$ cat src/sv/hstg_pkg.sv
// package: sizes, coefficients, register indexes and sequencer states of the tone generator
package hstg_pkg;

    localparam int MAX_CHANNELS    = 8;
    localparam int PHASE_BITS      = 24;
    localparam int SINE_TABLE_BITS = 10;

    localparam int STEP_W    = 24;
    localparam int SAMPLE_W  = 16;
    localparam int CHAN_W    = 3;
    localparam int COUNT_W   = 4;
    localparam int AMP_W     = 15;
    localparam int CFG_IDX_W = 1;
    localparam int CFG_DATA_W = 15;

    localparam int N_W    = $clog2(MAX_CHANNELS + 1);
    localparam int FRAC_W = SINE_TABLE_BITS - 2;
    localparam int MUL_W  = 17;
    localparam int PROD_W = 2 * MUL_W;

    localparam logic [MUL_W-1:0] COEF_A = 17'd102944;
    localparam logic [MUL_W-1:0] COEF_B = 17'd42048;
    localparam logic [MUL_W-1:0] COEF_C = 17'd4640;

    localparam logic [COUNT_W-1:0] RST_CHANNEL_COUNT = 4'd2;
    localparam logic [AMP_W-1:0]   RST_AMPLITUDE     = 15'd6400;
    localparam logic [AMP_W-1:0]   SINE_MAX          = 15'd32767;

    localparam logic [CFG_IDX_W-1:0] CFG_CHANNEL_COUNT = 1'b0;
    localparam logic [CFG_IDX_W-1:0] CFG_AMPLITUDE     = 1'b1;

    typedef enum logic [2:0] {
        S_IDLE,
        S_SQ,
        S_C,
        S_B,
        S_A,
        S_AMP,
        S_OUT
    } t_state;

endpackage

$ cat src/sv/hstg_if.sv
// stream interfaces: phase step input and sample output
interface hstg_in_if;
    logic                         valid;
    logic                         ready;
    logic [hstg_pkg::STEP_W-1:0]  phase_step;

    modport source (output valid, output phase_step, input ready);
    modport sink   (input valid, input phase_step, output ready);
endinterface

interface hstg_out_if;
    logic                                valid;
    logic                                ready;
    logic signed [hstg_pkg::SAMPLE_W-1:0] sample;
    logic [hstg_pkg::CHAN_W-1:0]          channel;
    logic                                last;

    modport source (output valid, output sample, output channel, output last, input ready);
    modport sink   (input valid, input sample, input channel, input last, output ready);
endinterface

$ cat src/sv/harmonic_sine_tone_generator.sv
// top level: phase accumulator with harmonic sine evaluation on one shared multiplier
//
//  channel   dir   payload                          transfer
//  i_in      in    phase_step                       valid && ready
//  o_out     out   sample, channel, last            valid && ready
//  cfg       in    i_cfg_index, i_cfg_data          i_cfg_we
//
// for each of the n active channels an item takes five products on the
// shared 17x17 multiplier and one output load, with the sequencer stepping
// through the polynomial. a stalled output holds the sequencer in the
// load state. synchronous reset clears phase, registers to defaults, and the fsm.
module harmonic_sine_tone_generator (
    input  logic                                i_clk,
    input  logic                                i_rst_n,
    input  logic                                i_cfg_we,
    input  logic [hstg_pkg::CFG_IDX_W-1:0]      i_cfg_index,
    input  logic [hstg_pkg::CFG_DATA_W-1:0]     i_cfg_data,
    hstg_in_if.sink                             i_in,
    hstg_out_if.source                          o_out
);
    import hstg_pkg::*;

    t_state r_state, n_state;

    logic [COUNT_W-1:0]    r_channel_count;
    logic [AMP_W-1:0]      r_amplitude;
    logic [PHASE_BITS-1:0] r_phase;
    logic [PHASE_BITS-1:0] r_angle;
    logic [N_W-1:0]        r_n;
    logic [N_W-1:0]        r_k;
    logic [MUL_W-1:0]      r_z2;
    logic [PROD_W-1:0]     r_prod;

    logic                        r_out_valid;
    logic signed [SAMPLE_W-1:0]  r_sample;
    logic [CHAN_W-1:0]           r_chan;
    logic                        r_last;

    logic [PHASE_BITS-1:0] phase_next;
    logic [N_W-1:0]        n_active;
    logic [31:0]           turn32;
    logic [SINE_TABLE_BITS-1:0] idx;
    logic [FRAC_W-1:0]     frac;
    logic [MUL_W-1:0]      z_raw;
    logic [MUL_W-1:0]      z;
    logic                  neg;
    logic [SAMPLE_W-1:0]   v_raw;
    logic [AMP_W-1:0]      v_sat;
    logic [AMP_W-1:0]      mag;
    logic [MUL_W-1:0]      mul_a;
    logic [MUL_W-1:0]      mul_b;
    logic                  in_ready;
    logic                  in_xfer;
    logic                  out_free;
    logic                  is_last;

    // angle to quadrant and q16 fraction
    assign turn32 = {r_angle, {(32 - PHASE_BITS){1'b0}}};
    assign idx    = turn32[31 -: SINE_TABLE_BITS];
    assign frac   = idx[FRAC_W-1:0];
    assign z_raw  = MUL_W'(frac) << (16 - FRAC_W);
    assign z      = idx[SINE_TABLE_BITS-2] ? (17'd65536 - z_raw) : z_raw;
    assign neg    = idx[SINE_TABLE_BITS-1];

    assign v_raw = r_prod[32:17];
    assign v_sat = (v_raw > SAMPLE_W'(SINE_MAX)) ? SINE_MAX : v_raw[AMP_W-1:0];
    assign mag   = r_prod[AMP_W+14:15];

    assign phase_next = r_phase + PHASE_BITS'(i_in.phase_step);
    assign n_active   = (32'(r_channel_count) > MAX_CHANNELS) ? N_W'(MAX_CHANNELS)
                                                               : N_W'(r_channel_count);
    assign in_xfer  = i_in.valid && in_ready;
    assign out_free = !r_out_valid || o_out.ready;
    assign is_last  = (r_k + N_W'(1)) == r_n;

    // next state
    always_comb begin
        n_state = r_state;
        unique case (r_state)
            S_IDLE: begin
                if (in_xfer && n_active != '0) begin
                    n_state = S_SQ;
                end
            end
            S_SQ:  n_state = S_C;
            S_C:   n_state = S_B;
            S_B:   n_state = S_A;
            S_A:   n_state = S_AMP;
            S_AMP: n_state = S_OUT;
            S_OUT: begin
                if (out_free) begin
                    n_state = is_last ? S_IDLE : S_SQ;
                end
            end
            default: n_state = S_IDLE;
        endcase
    end

    // multiplier operand select and handshake
    always_comb begin
        mul_a    = '0;
        mul_b    = '0;
        in_ready = 1'b0;
        unique case (r_state)
            S_IDLE: in_ready = 1'b1;
            S_SQ: begin
                mul_a = z;
                mul_b = z;
            end
            S_C: begin
                mul_a = COEF_C;
                mul_b = r_prod[32:16];
            end
            S_B: begin
                mul_a = COEF_B - MUL_W'(r_prod[31:16]);
                mul_b = r_z2;
            end
            S_A: begin
                mul_a = COEF_A - r_prod[32:16];
                mul_b = z;
            end
            S_AMP: begin
                mul_a = MUL_W'(r_amplitude);
                mul_b = MUL_W'(v_sat);
            end
            S_OUT: begin
                mul_a = '0;
                mul_b = '0;
            end
            default: in_ready = 1'b0;
        endcase
    end

    always_ff @(posedge i_clk) begin
        if (!i_rst_n) begin
            r_state         <= S_IDLE;
            r_channel_count <= RST_CHANNEL_COUNT;
            r_amplitude     <= RST_AMPLITUDE;
            r_phase         <= '0;
            r_out_valid     <= 1'b0;
        end else begin
            r_state <= n_state;
            if (i_cfg_we) begin
                unique case (i_cfg_index)
                    CFG_CHANNEL_COUNT: r_channel_count <= i_cfg_data[COUNT_W-1:0];
                    CFG_AMPLITUDE:     r_amplitude     <= i_cfg_data[AMP_W-1:0];
                    default:           r_amplitude     <= r_amplitude;
                endcase
            end
            if (in_xfer) begin
                r_phase <= phase_next;
            end
            if (r_state == S_OUT && out_free) begin
                r_out_valid <= 1'b1;
            end else if (o_out.ready) begin
                r_out_valid <= 1'b0;
            end
        end
    end

    // datapath
    always_ff @(posedge i_clk) begin
        // scaled sample is held while the output stalls
        if (r_state != S_OUT) begin
            r_prod <= mul_a * mul_b;
        end
        if (r_state == S_C) begin
            r_z2 <= r_prod[32:16];
        end
        if (in_xfer) begin
            r_angle <= phase_next;
            r_n     <= n_active;
            r_k     <= '0;
        end
        if (r_state == S_OUT && out_free) begin
            r_sample <= neg ? -$signed({1'b0, mag}) : $signed({1'b0, mag});
            r_chan   <= CHAN_W'(r_k);
            r_last   <= is_last;
            r_angle  <= r_angle + r_phase;
            r_k      <= r_k + N_W'(1);
        end
    end

    assign i_in.ready    = in_ready;
    assign o_out.valid   = r_out_valid;
    assign o_out.sample  = r_sample;
    assign o_out.channel = r_chan;
    assign o_out.last    = r_last;

endmodule
$ cat src/flat_wrapper.sv
// flat-port wrapper written by rule: the top's interface ports become plain ports
module harmonic_sine_tone_generator_flat import hstg_pkg::*;
  (i_clk, i_rst_n, i_cfg_we, i_cfg_index, i_cfg_data, i_in_valid, i_in_phase_step, i_in_ready, o_out_valid, o_out_sample, o_out_channel, o_out_last, o_out_ready);
  hstg_in_if i_in_i ();
  hstg_out_if o_out_i ();
  input  logic i_clk;
  input  logic i_rst_n;
  input  logic i_cfg_we;
  input  logic [hstg_pkg::CFG_IDX_W-1:0] i_cfg_index;
  input  logic [hstg_pkg::CFG_DATA_W-1:0] i_cfg_data;
  input wire logic [$bits(i_in_i.valid)-1:0] i_in_valid;
  input wire logic [$bits(i_in_i.phase_step)-1:0] i_in_phase_step;
  output wire logic [$bits(i_in_i.ready)-1:0] i_in_ready;
  output wire logic [$bits(o_out_i.valid)-1:0] o_out_valid;
  output wire logic [$bits(o_out_i.sample)-1:0] o_out_sample;
  output wire logic [$bits(o_out_i.channel)-1:0] o_out_channel;
  output wire logic [$bits(o_out_i.last)-1:0] o_out_last;
  input wire logic [$bits(o_out_i.ready)-1:0] o_out_ready;
  assign i_in_i.valid = i_in_valid;
  assign i_in_i.phase_step = i_in_phase_step;
  assign i_in_ready = i_in_i.ready;
  assign o_out_valid = o_out_i.valid;
  assign o_out_sample = o_out_i.sample;
  assign o_out_channel = o_out_i.channel;
  assign o_out_last = o_out_i.last;
  assign o_out_i.ready = o_out_ready;
  harmonic_sine_tone_generator u_core (.i_clk(i_clk), .i_rst_n(i_rst_n), .i_cfg_we(i_cfg_we), .i_cfg_index(i_cfg_index), .i_cfg_data(i_cfg_data), .i_in(i_in_i), .o_out(o_out_i));
endmodule
$ cat config.mk
export PLATFORM = sky130hd
export DESIGN_NAME = harmonic_sine_tone_generator_flat
export DESIGN_NICKNAME = d
export VERILOG_FILES = /design/src/sv/hstg_pkg.sv /design/src/sv/hstg_if.sv /design/src/sv/harmonic_sine_tone_generator.sv /design/src/flat_wrapper.sv
export SDC_FILE = /design/constraint.sdc
export NUM_CORES = 1
export LEC_CHECK = 0
export ABC_AREA = 1
export ABC_CLOCK_PERIOD_IN_PS = 8000
export BUFFER_PORTS_ARGS = -buffer_cell sky130_fd_sc_hd__buf_2
export CAP_MARGIN = 15
export CORE_ASPECT_RATIO = 1.4
export CORE_MARGIN = 2
export CORE_UTILIZATION = 66
export CTS_BUF_LIST = sky130_fd_sc_hd__clkbuf_8
export CTS_CLUSTER_DIAMETER = 200
export DETAILED_ROUTE_END_ITERATION = 10
export PLACE_DENSITY = 0.89
export SLEW_MARGIN = 20
export SYNTH_ARGS = -nofsm -noshare
export SYNTH_HDL_FRONTEND = slang
export SYNTH_SLANG_ARGS = --single-unit
$ cat constraint.sdc
create_clock -name i_clk -period 8 [get_ports i_clk]
set_input_delay 0.8 -clock i_clk [delete_from_list [all_inputs] [get_ports i_clk]]
set_output_delay 0.8 -clock i_clk [all_outputs]
set_load 0.01 [all_outputs]
==> impl_results.md, run 1 <==
* Die H at 206 um
* Share of layout cells above drive strength 1 at 0.0784
* Synthesized cell area at 0.0193 sq mm
* Average size of a mapped cell at 7.58 sq um
* Critical path capture point type: register
* Post-Synth XOR/XNOR Area at 0.0304
* Met3 Resource Use GR at 0.0631
* Seq pwr share at 0.290
* Number of global-route vias before repair at 18.3k
* Filler cells at 2,382
* Worst Skew at approximately 16 ps
* Post-CTS Resized at 0
* Hold_buf cts at 0
* Min Tclk post-route at approximately 7500 ps
* Simple-Gate Fraction of Synth Area at 0.218
* EDFF count, synth at 87
* Final setup margin at ~450 ps
* Max clock buf depth at 2
* Final Max Tran Viols at 0
* Root Driver: clkbuf_8
* Sw Pwr at 1.78 mW
* NumNets Final at about 3.0k
* Antenna viol nets, final at 0
* Sink Count at roughly 130
* Die Footprint at about 0.031 sq mm
* WL/cell at a little over 20 um
* Initial DRC Count at 1,170
* Number of different library cells in the post-synthesis netlist at 55
* LEAKAGE at ~11 nW
* Mux contribution to synthesized area at 0
* Buf+Inv Stages, Crit Path at 7
* Placed Area at approximately 0.020 sq mm
* Cell internal pwr at 1.79 mW
* Final Setup Violations at 0
* Register Area at about 0.0036 sq mm
* Maximum vdd drop at around 0.00017 V
* GR Layer Usage met1 at 0.415
* Num CTS Buffers at 17
* Die W at between 100 and 150 um
* Clk slew on worst S/H paths at roughly 100 ps
* Logic pwr share at 0.534
* Total GRT Usage at 0.409
* Via density per instance at 5.82
* Initial Utilization at 0.666
* Net Count, Synth at approximately 3k
* P&R area growth vs syn at 5.60%
* Max stage delay on crit path at 540 ps
* Adder-cell share of the synthesized area at 0.330
* Critical path's slowest cell: fa_1
* DR DRC count at 0
* Vias at around 17k
* RSZ-0062 raised after global routing: false
* Largest family of logic cells by synthesized area: adder cells
* Async S/R FF share, synth at 0
* Sw frac at 0.499
* Worst-Margin Slew at around 1100 ps
* Largest net degree at the start of global routing at between 40 and 50
* Final hold vios at 0
* Clk_lat worst skew at 470 ps
* Post-CTS setup buffers at 0
* Gate count of the mapped netlist at roughly 2.5k
* Post-route cell area at between 0.02 and 0.025 sq mm
* Diodes inserted at 0
* Total congestion overflow at 0
* Worst-path maximum fanout at 10
* Outcome: finished clean
* Synth Area in Compound Gates at 0.104
* Slew Limit Headroom at 0.247
* Setup TNS at 0 ps
* Final Wtd Congestion at a little over 1
* First-pass GRT wire length at between 90,000 and 100,000 um
* YS warnings at 0
* Final Cycle Share at 0.943
* Post-DP HPWL at ~50,000 um
* Crit path kind: register to register
* Drt pass-1 iters at 6
* Post-place setup slack at about 560 ps
* Core area at approximately 0.029 sq mm
* Fmax achieved at roughly 130 MHz
* Placement Rows at 74
* Area taken by multi-input logic gates at around 0.013 sq mm
* Startpoint types: register
* CTS tree: built
* Initial antenna violation count at 0
* CTS H-tree depth at 4
* I/O Buffers at 66
* GR Util met2 at 0.736
* Seq/Total Area, Yosys at 0.184
* Clock power frac at 0.176
* I/O Pins at 67
* Crit path required time at roughly 8200 ps
* Number of max-cap violations at 0
* HP Class: register to register
* Arrival @ worst endpoint at 7750 ps
* Grt peak-use layer: met2
* Power per cell area at 175 mW/mm^2
* WL final at 60,600 um
* Synth Flop Type: edfxtp_1
* Yosys reg bits at ~130
* Family with the most delay on the worst path: adder cells
==> cell type report <==
| type | instances | share of cell area |
|---|---|---|
| multi-input combinational | 1777 | 0.647 |
| sequential | 134 | 0.174 |
| inverter | 572 | 0.106 |
| timing repair buffer | 99 | 0.0284 |
| tap | 380 | 0.0233 |
| clock buffer | 17 | 0.0115 |
| clock inverter | 15 | 0.00989 |
==> registers in the layout, indices dropped and copies added (netlist names) <==
name                    flops
u_core.r_state              3
u_core.o_out.valid          1
u_core.r_prod              18
u_core.r_angle             24
u_core.o_out.channel        3
u_core.r_k                  4
u_core.o_out.last           1
u_core.r_z2                17
u_core.r_phase             24
u_core.r_n                  4
u_core.r_channel_count      4
u_core.o_out.sample        16
u_core.r_amplitude         15
==> metrics by stage <==
stage	hold WS [ps]	total power, mW	cells	util
detailed placement	475	2.90	2962	0.687
finish	497	3.57	2994	0.703
CTS	494	3.53	2994	0.702
global placement	471	2.85	2962	0.687
floorplan	428	2.33	2545	-
global route	519	3.79	2994	0.703
==> kinds of logic (layout without fill, tap and decap cells) <==
logic type      Yosys count  after routing
buf+inv                 634            703
simple gates            996            996
xor+xnor                 67             67
flops                   134            134
fa+ha+maj               375            375
compound gates          339            339
==> tightest hold or removal path: cells and delay by family (launching register included) <==
| family | cells | cell delay [ps] |
|---|---|---|
| flip-flops | 1 | 340 |
| AND/OR/NAND/NOR | 2 | 130 |
==> cell usage after synthesis, types with 5 or more instances <==
cell type / n / area share
buf_2: 21 / 0.0054
buf_4: 14 / 0.0054
o21bai_1: 20 / 0.0078
o21a_1: 12 / 0.0047
ha_1: 152 / 0.099
inv_2: 26 / 0.0051
o21ai_0: 115 / 0.030
nand2_1: 578 / 0.11
buf_6: 15 / 0.0088
o211ai_1: 6 / 0.0023
nand2_2: 8 / 0.0026
edfxtp_1: 87 / 0.14
a21oi_1: 133 / 0.035
nor4_1: 5 / 0.0016
nor2_1: 216 / 0.042
nor2_2: 6 / 0.0019
nand4_1: 27 / 0.0088
xnor2_1: 19 / 0.0086
fa_1: 223 / 0.23
a22oi_1: 6 / 0.0023
a221oi_1: 7 / 0.0032
clkbuf_1: 11 / 0.0021
nand3b_1: 8 / 0.0031
dfxtp_1: 47 / 0.049
xor2_1: 48 / 0.022
inv_1: 543 / 0.11
a21o_1: 7 / 0.0027
o21ai_1: 5 / 0.0013
nor3_1: 17 / 0.0044
a21boi_0: 5 / 0.0019
nand3_1: 103 / 0.027
a31oi_1: 10 / 0.0032
nand3_2: 9 / 0.0047
==> cell usage in the layout (no fill, tap or decap), types with 19 or more instances in the layout <==
cell type | Yosys | routed
inv_1 | 543 | 543
dfxtp_1 | 47 | 47
fa_1 | 223 | 223
edfxtp_1 | 87 | 87
nand4_1 | 27 | 27
buf_2 | 21 | 66
nand2_1 | 578 | 578
ha_1 | 152 | 152
xor2_1 | 48 | 48
nand3_1 | 103 | 103
a21oi_1 | 133 | 133
o21ai_0 | 115 | 115
xnor2_1 | 19 | 19
inv_2 | 26 | 26
buf_4 | 14 | 33
nor2_1 | 216 | 216
o21bai_1 | 20 | 20
==> worst paths after layout <==
path                                         end  slack [ps]                                start  depth (start not counted)
max                  u_core.r_prod[22]$_DFFE_PN_         450          u_core.r_prod[16]$_DFFE_PN_                         32
min          u_core.r_amplitude[10]$_SDFFE_PN0P_         500  u_core.r_amplitude[10]$_SDFFE_PN0P_                          2
max reg2reg          u_core.r_prod[22]$_DFFE_PN_         450          u_core.r_prod[16]$_DFFE_PN_                         32
min reg2reg  u_core.r_amplitude[10]$_SDFFE_PN0P_         500  u_core.r_amplitude[10]$_SDFFE_PN0P_                          2
==> layer usage <==
layer,part of all wire,vias to the layer above,routed length [um]
li1,-,8026,-
met1,0.33,8282,19700
met2,0.51,816,31200
met3,0.063,296,3810
met4,0.097,0,5870
met5,0,-,0
==> power groups by stage <==
stage	Combinational [mW]	Clock [mW]	Sequential (mW)
6_report	1.91	0.627	1.04
5_1_grt	2.09	0.658	1.04
4_1_cts	1.87	0.631	1.03
3_5_place_dp	1.85	0	1.04
3_3_place_gp	1.81	0	1.04
2_1_floorplan	1.37	0	0.965
Power figures use the tool's default switching activity.
==> inputs of run 2 (changes only) <==
--- a/config.mk
+++ b/config.mk
@@ -9,9 +9,11 @@
 export ABC_CLOCK_PERIOD_IN_PS = 8000
 export BUFFER_PORTS_ARGS = -buffer_cell sky130_fd_sc_hd__buf_2
 export CAP_MARGIN = 15
+export CELL_PAD_IN_SITES_DETAIL_PLACEMENT = 0
+export CELL_PAD_IN_SITES_GLOBAL_PLACEMENT = 1
 export CORE_ASPECT_RATIO = 1.4
 export CORE_MARGIN = 2
-export CORE_UTILIZATION = 66
+export CORE_UTILIZATION = 49
 export CTS_BUF_LIST = sky130_fd_sc_hd__clkbuf_8
 export CTS_CLUSTER_DIAMETER = 200
 export DETAILED_ROUTE_END_ITERATION = 10
==> run 2 against run 1 <==
Largest cell class unchanged; first-iteration DRC count decreased by 9.4%; utilization shrank 17 points; die area grew 34%; sequential power is essentially flat; design area grew 1.3%; power fell by 0.81%; register-to-register slack better by 40 ps; clock skew increased by 4.1 ps; critical endpoint is now u_core.r_prod[28]$_DFFE_PN_; critical path depth fell by 1.
==> impl_results.md, run 2 (synthesis results as in run 1) <==
* Outcome: finished clean
* Clk_lat worst skew at 490 ps (+20 ps)
* I/O Pins at 67 (unchanged)
* Initial DRC Count at 1,060 (-9.4%)
* Slew Limit Headroom at 0.265 (+0.0182)
* Vias at 17.2k (-1.2%)
* CP startpoint: u_core.r_prod[16]$_DFFE_PN_
* Drt pass-1 iters at 6 (unchanged)
* Fmax achieved at 133 MHz (+0.55%)
* Critical path's slowest cell: fa_1
* Reg-to-Reg End: u_core.r_prod[28]$_DFFE_PN_
* Final Wtd Congestion at 1.01 (-2.6%)
* Die H at 239 um (+16%)
* Worst-Margin Slew at 1100 ps (-27.3 ps)
* Clk slew on worst S/H paths at 90 ps (about the same)
* Number of max-cap violations at 0 (unchanged)
* First-pass GRT wire length at 97,500 um (+2.7%)
* WL/cell at 20.1 um (-0.52%)
* Largest registers: u_core.r_angle: 24 flops, u_core.r_phase: 24 flops, u_core.r_prod: 18 flops
* Post-DP HPWL at 52,600 um (+5.7%)
* Num CTS Buffers at 17 (unchanged)
* Share of layout cells above drive strength 1 at 0.0830 (+0.00456)
* LEAKAGE at 11.0 nW (+0.46%)
* P&R area growth vs syn at 6.93%
* Placed Area at 0.0202 sq mm (+1.4%)
* Die W at 172 um (+16%)
* CTS tree: built
* Largest net degree at the start of global routing at 45 (unchanged)
* Max clock buf depth at 2 (unchanged)
* Core area at 0.0391 sq mm (+35%)
* WL final at 63,600 um (+4.9%)
* Final Max Tran Viols at 0 (unchanged)
* R2R setup slack at 500 ps (+40 ps)
* Startpoint types: register
* Number of global-route vias before repair at 18.3k (-0.46%)
* CTS H-tree depth at 4 (unchanged)
* Power per cell area at 172 mW/mm^2 (-2.0%)
* Filler cells at 3,882 (+63%)
* Min Tclk post-route at 7500 ps (-41.6 ps)
* Max stage delay on crit path at 550 ps (about the same)
* Root Driver: clkbuf_8
* Post-route cell area at 0.0206 sq mm (+1.3%)
* Last element of the critical path: u_core.r_prod[28]$_DFFE_PN_
* Crit Reg-Reg Startpoint: u_core.r_prod[16]$_DFFE_PN_
* Worst R2R Path Depth at 31 (-3.1%)
* Final Setup Violations at 0 (unchanged)
* Crit path kind: register to register
* Placement Rows at 86 (+16%)
* HP Class: register to register
* Commonest cells after routing, fill and taps aside: 578 x nand2_1, 543 x inv_1, 223 x fa_1
* Setup TNS at 0 ps (unchanged)
* Hold_buf cts at 0 (unchanged)
* Final Cycle Share at 0.938 (-0.00520)
* Maximum vdd drop at 0.000125 V (-27%)
* Worst Skew at 19.6 ps (+4.06 ps)
* DR DRC count at 0 (unchanged)
* Crit path required time at 8230 ps (+20 ps)
* Antenna viol nets, final at 0 (unchanged)
* Initial Utilization at 0.494 (-0.172)
* I/O Buffers at 66 (unchanged)
* Post-CTS setup buffers at 0 (unchanged)
* Post-CTS Resized at 0 (unchanged)
* Total GRT Usage at 0.319 (-0.0903)
* Critical path capture point type: register
* Via density per instance at 5.45 (-6.3%)
* NumNets Final at 3,034 (+0.43%)
* Total congestion overflow at 0 (unchanged)
* RSZ-0062 raised after global routing: false
* Commonest non-fill, non-tap cell in the layout: nand2_1
* Worst-path maximum fanout at 13 (+3)
* Sink Count at 134 (unchanged)
* Final hold vios at 0 (unchanged)
* Arrival @ worst endpoint at 7730 ps (-20 ps)
* Initial antenna violation count at 2 (+2)
* Die Footprint at 0.0410 sq mm (+34%)
[run 2: cell types whose count changed in the layout (fill, tap and decap cells not counted), sizes merged]
| cell | change |
|---|---|
| inv | -2 |
| buf | +13 |
| clkbuf | +1 |
| clkinvlp | +1 |
| bufinv | -2 |
| diode | +2 |
| clkinv | +2 |
[run 2: cell type report]
cell class	instances	area [sq um]	share of cell area
multi-input cells	1777	13200	0.639
flip-flops and latches	134	3550	0.172
well taps	528	661	0.0320
clock buffers	18	248	0.0120
inverters	572	2150	0.104
repair buffers	112	696	0.0337
clock inverters	14	136	0.00661
diodes	2	5.00	0.000243
[run 2: how the worst min path moves through the flow]
stage | to | slack, ps | depth (start not counted) | startpoint
floorplan | u_core.r_z2[10]$_DFFE_PN_ | 430 | 0 | u_core.r_prod[26]$_DFFE_PN_
global placement | u_core.r_amplitude[8]$_SDFFE_PN1P_ | 460 | 2 | u_core.r_amplitude[8]$_SDFFE_PN1P_
detailed placement | u_core.r_amplitude[12]$_SDFFE_PN1P_ | 460 | 2 | u_core.r_amplitude[12]$_SDFFE_PN1P_
CTS | u_core.r_amplitude[11]$_SDFFE_PN1P_ | 480 | 3 | i_cfg_data[11]
global route | u_core.r_amplitude[12]$_SDFFE_PN1P_ | 520 | 2 | u_core.r_amplitude[12]$_SDFFE_PN1P_
finish | u_core.r_amplitude[8]$_SDFFE_PN1P_ | 490 | 2 | u_core.r_amplitude[8]$_SDFFE_PN1P_
[run 2: stage by stage]
step                      total power [mW]   util  setup WS (ps)  hold WS, ps  std cells
after floorplan                       2.33      -           1540          428       2545
after detailed placement              2.95  0.517            387          465       3122
after global placement                2.94  0.517            431          461       3122
after global routing                  3.77  0.528           45.1          522       3157
after CTS                             3.53  0.527            299          484       3154
final                                 3.54  0.528            495          487       3157
[run 2: critical path: cells and delay by family (launching register included)]
family                   cells  cell delay (ps)
AO/OA/AOI/OAI                6             1200
AND/OR/NAND/NOR             10             1300
buffers and inverters        7              550
adder cells (fa/ha/maj)      8             3710
flip-flops                   1              460
[run 2: layer usage]
layer	vias to the layer above	track usage	wire [um]
li1	8040	-	-
met1	8339	0.330	22100
met2	601	0.590	33600
met3	225	0.0310	2660
met4	0	0.233	5180
met5	-	0	0
[run 2: power breakdown]
| part | switching, mW | internal (mW) |
|---|---|---|
| registers | 0.123 | 0.892 |
| logic | 1.35 | 0.616 |
| clock network | 0.329 | 0.237 |
==> inputs of run 3 (changes only) <==
--- a/config.mk
+++ b/config.mk
@@ -7,17 +7,17 @@
 export LEC_CHECK = 0
 export ABC_AREA = 1
 export ABC_CLOCK_PERIOD_IN_PS = 8000
-export BUFFER_PORTS_ARGS = -buffer_cell sky130_fd_sc_hd__buf_2
 export CAP_MARGIN = 15
 export CELL_PAD_IN_SITES_DETAIL_PLACEMENT = 0
 export CELL_PAD_IN_SITES_GLOBAL_PLACEMENT = 1
 export CORE_ASPECT_RATIO = 1.4
 export CORE_MARGIN = 2
-export CORE_UTILIZATION = 49
+export CORE_UTILIZATION = 51
 export CTS_BUF_LIST = sky130_fd_sc_hd__clkbuf_8
 export CTS_CLUSTER_DIAMETER = 200
 export DETAILED_ROUTE_END_ITERATION = 10
-export PLACE_DENSITY = 0.89
+export DONT_BUFFER_PORTS = 1
+export PLACE_DENSITY = 0.9
 export SLEW_MARGIN = 20
 export SYNTH_ARGS = -nofsm -noshare
 export SYNTH_HDL_FRONTEND = slang
==> run 3 against run 2 <==
Sequential cell count unchanged; register-to-register slack worse by 160 ps; hold slack worse by 71 ps; die area down 3.8%; non-clock buffer count down 73; clock power up 3.7%; design area down 2.1%; utilization up 1.2 points; global-route usage up 0.61 points; critical path depth down 5; critical path type unchanged.
==> impl_results.md, run 3 (synthesis results as in run 1) <==
* Root Driver: clkbuf_8
* Total congestion overflow at 0 (unchanged)
* Metal3 WL at 3100 um (+17%)
* CTS tree: built
* CP startpoint: u_core.r_state[0]$_SDFFE_PN0P_
* WL/cell at 20.7 um (+2.6%)
* Arrival @ worst endpoint at 7870 ps (+140 ps)
* Share of layout cells above drive strength 1 at 0.0579 (-0.0250)
* Power per cell area at 176 mW/mm^2 (+2.6%)
* Critical path's slowest cell: nor3_4
* CTS H-tree depth at 4 (unchanged)
* Critical path capture point type: register
* Initial DRC Count at 1,081 (+2.0%)
* Num CTS Buffers at 17 (unchanged)
* Layout Cells excl Fill at 3,028 (-4.1%)
* First-pass GRT wire length at 95,900 um (-1.6%)
* Final Cycle Share at 0.958 (+0.0198)
* Max clock buf depth at 2 (unchanged)
* Crit path required time at 8200 ps (-30 ps)
* I/O Pins at 67 (unchanged)
* Setup TNS at 0 ps (unchanged)
* Post-route cell area at 0.0202 sq mm (-2.1%)
* Worst-Margin Slew at 1090 ps (-14.9 ps)
* Placement Rows at 84 (-2.3%)
* Register Area at 0.00355 sq mm (unchanged)
* Via density per instance at 5.57 (+2.2%)
* Commonest cells after routing, fill and taps aside: 578 x nand2_1, 541 x inv_1, 223 x fa_1
* Initial antenna violation count at 4 (+2)
* Die W at 168 um (-1.9%)
* I/O Buffers at 0 (-100%)
* NumNets Final at 2,961 (-2.4%)
* Initial Utilization at 0.516 (+0.0217)
* HP Class: input pin to register
* WL final at 62,500 um (-1.6%)
* Number of global-route vias before repair at 17.5k (-4.0%)
* DR DRC count at 0 (unchanged)
* Slew Limit Headroom at 0.274 (+0.00900)
* Fmax achieved at 130 MHz (-2.1%)
* Total GRT Usage at 0.325 (+0.00614)
* Drt pass-1 iters at 8 (+2)
* Area taken by multi-input logic gates at 0.0132 sq mm (+0.16%)
* Hold worst-path end: u_core.r_amplitude[12]$_SDFFE_PN1P_
* Clk slew on worst S/H paths at 80 ps (about the same)
* P&R area growth vs syn at 4.70%
* R2R setup slack at 340 ps (-160 ps)
* Core area at 0.0374 sq mm (-4.2%)
* Worst Skew at 12.8 ps (-6.83 ps)
* Met1 wire length at 21,300 um (-3.9%)
* Startpoint types: register
* Antenna viol nets, final at 0 (unchanged)
* Post-DP HPWL at 51,600 um (-1.8%)
* Max stage delay on crit path at 590 ps (+40 ps)
* Met2 wire len at 33,200 um (-1.1%)
* Worst R2R Path Depth at 26 (-16%)
* LEAKAGE at 10.7 nW (-2.7%)
* Die Footprint at 0.0394 sq mm (-3.8%)
* Final Setup Violations at 0 (unchanged)
* Final Wtd Congestion at 0.993 (-1.9%)
* Outcome: finished clean
* Filler cells at 3,686 (-5.0%)
* Worst hold path cell count at 1 (-1)
* Die H at 234 um (-1.9%)
* Largest registers: u_core.r_angle: 24 flops, u_core.r_phase: 24 flops, u_core.r_prod: 18 flops
* Commonest non-fill, non-tap cell in the layout: nand2_1
* Util after Layout at 0.540 (+0.0117)
* Number of max-cap violations at 0 (unchanged)
* Maximum vdd drop at 0.000157 V (+26%)
* Crit path kind: register to register
* Min-delay src: i_rst_n
* Pwr Total at 3.56 mW (+0.46%)
* Highest metal layer with signal wires: met5
* Min Tclk post-route at 7660 ps (+159 ps)
* RSZ-0062 raised after global routing: false
* Worst-path maximum fanout at 13 (unchanged)
* Sink Count at 134 (unchanged)
* Final hold vios at 0 (unchanged)
* Final Max Tran Viols at 0 (unchanged)
* Placed Area at 0.0198 sq mm (-2.2%)
* Vias at 16.9k (-1.9%)
* Crit Reg-Reg Startpoint: u_core.r_state[0]$_SDFFE_PN0P_
* Reg-to-Reg End: u_core.r_prod[28]$_DFFE_PN_
* Cell Count Post-Placement at 2,995 (-4.1%)
* Clk_lat worst skew at 490 ps (about the same)
* Largest net degree at the start of global routing at 45 (unchanged)
run 3: what timing repair did:
action / 4_1_cts / 5_1_grt
hold buffers: 0 / 0
buffers inserted: 0 / 0
resized for setup: 0 / 5
setup endpoints to repair: 0 / 6
run 3: final cells by class:
| type | count | area share |
|---|---|---|
| Clock inverter | 14 | 0.00781 |
| Multi-Input combinational cell | 1777 | 0.654 |
| Timing Repair Buffer | 39 | 0.0145 |
| Antenna cell | 1 | 0.000124 |
| Clock buffer | 18 | 0.0123 |
| Inverter | 572 | 0.106 |
| Sequential cell | 134 | 0.176 |
| Tap cell | 473 | 0.0293 |
run 3: metrics by stage:
step	setup slack (ps)	hold WS, ps
2_1_floorplan	1540	428
3_3_place_gp	208	461
3_5_place_dp	200	468
4_1_cts	90.9	381
5_1_grt	12.6	397
6_report	336	416
run 3: how the worst max path moves through the flow:
stage	endpoint	slack, ps	depth (start not counted)
3_3_place_gp	u_core.r_prod[20]$_DFFE_PN_	210	33
4_1_cts	u_core.r_prod[20]$_DFFE_PN_	90	33
3_5_place_dp	u_core.r_prod[20]$_DFFE_PN_	200	33
5_1_grt	u_core.r_prod[20]$_DFFE_PN_	10	33
2_1_floorplan	u_core.r_prod[22]$_DFFE_PN_	1540	32
6_report	u_core.r_prod[28]$_DFFE_PN_	340	26
run 3: critical path, delay by kind of cell, from the launching register on:
| family | cells | cell delay [ps] |
|---|---|---|
| DFF | 1 | 560 |
| adders and majority gates | 7 | 3380 |
| AOI/OAI and AO/OA | 3 | 620 |
| buffers and inverters | 9 | 1250 |
| and+or+nand+nor | 7 | 1530 |
run 3: power by group:
group          switching [mW]  internal [mW]  leakage (nW)
logic                    1.36          0.603          9.27
clock network           0.319          0.268         0.198
registers               0.121          0.893          1.25
run 3: routing by layer:
metal  vias up  global-route usage
met5         -                   0
met3       220              0.0469
li1       7895                   -
met4         4               0.233
met2       587               0.615
met1      8166               0.324
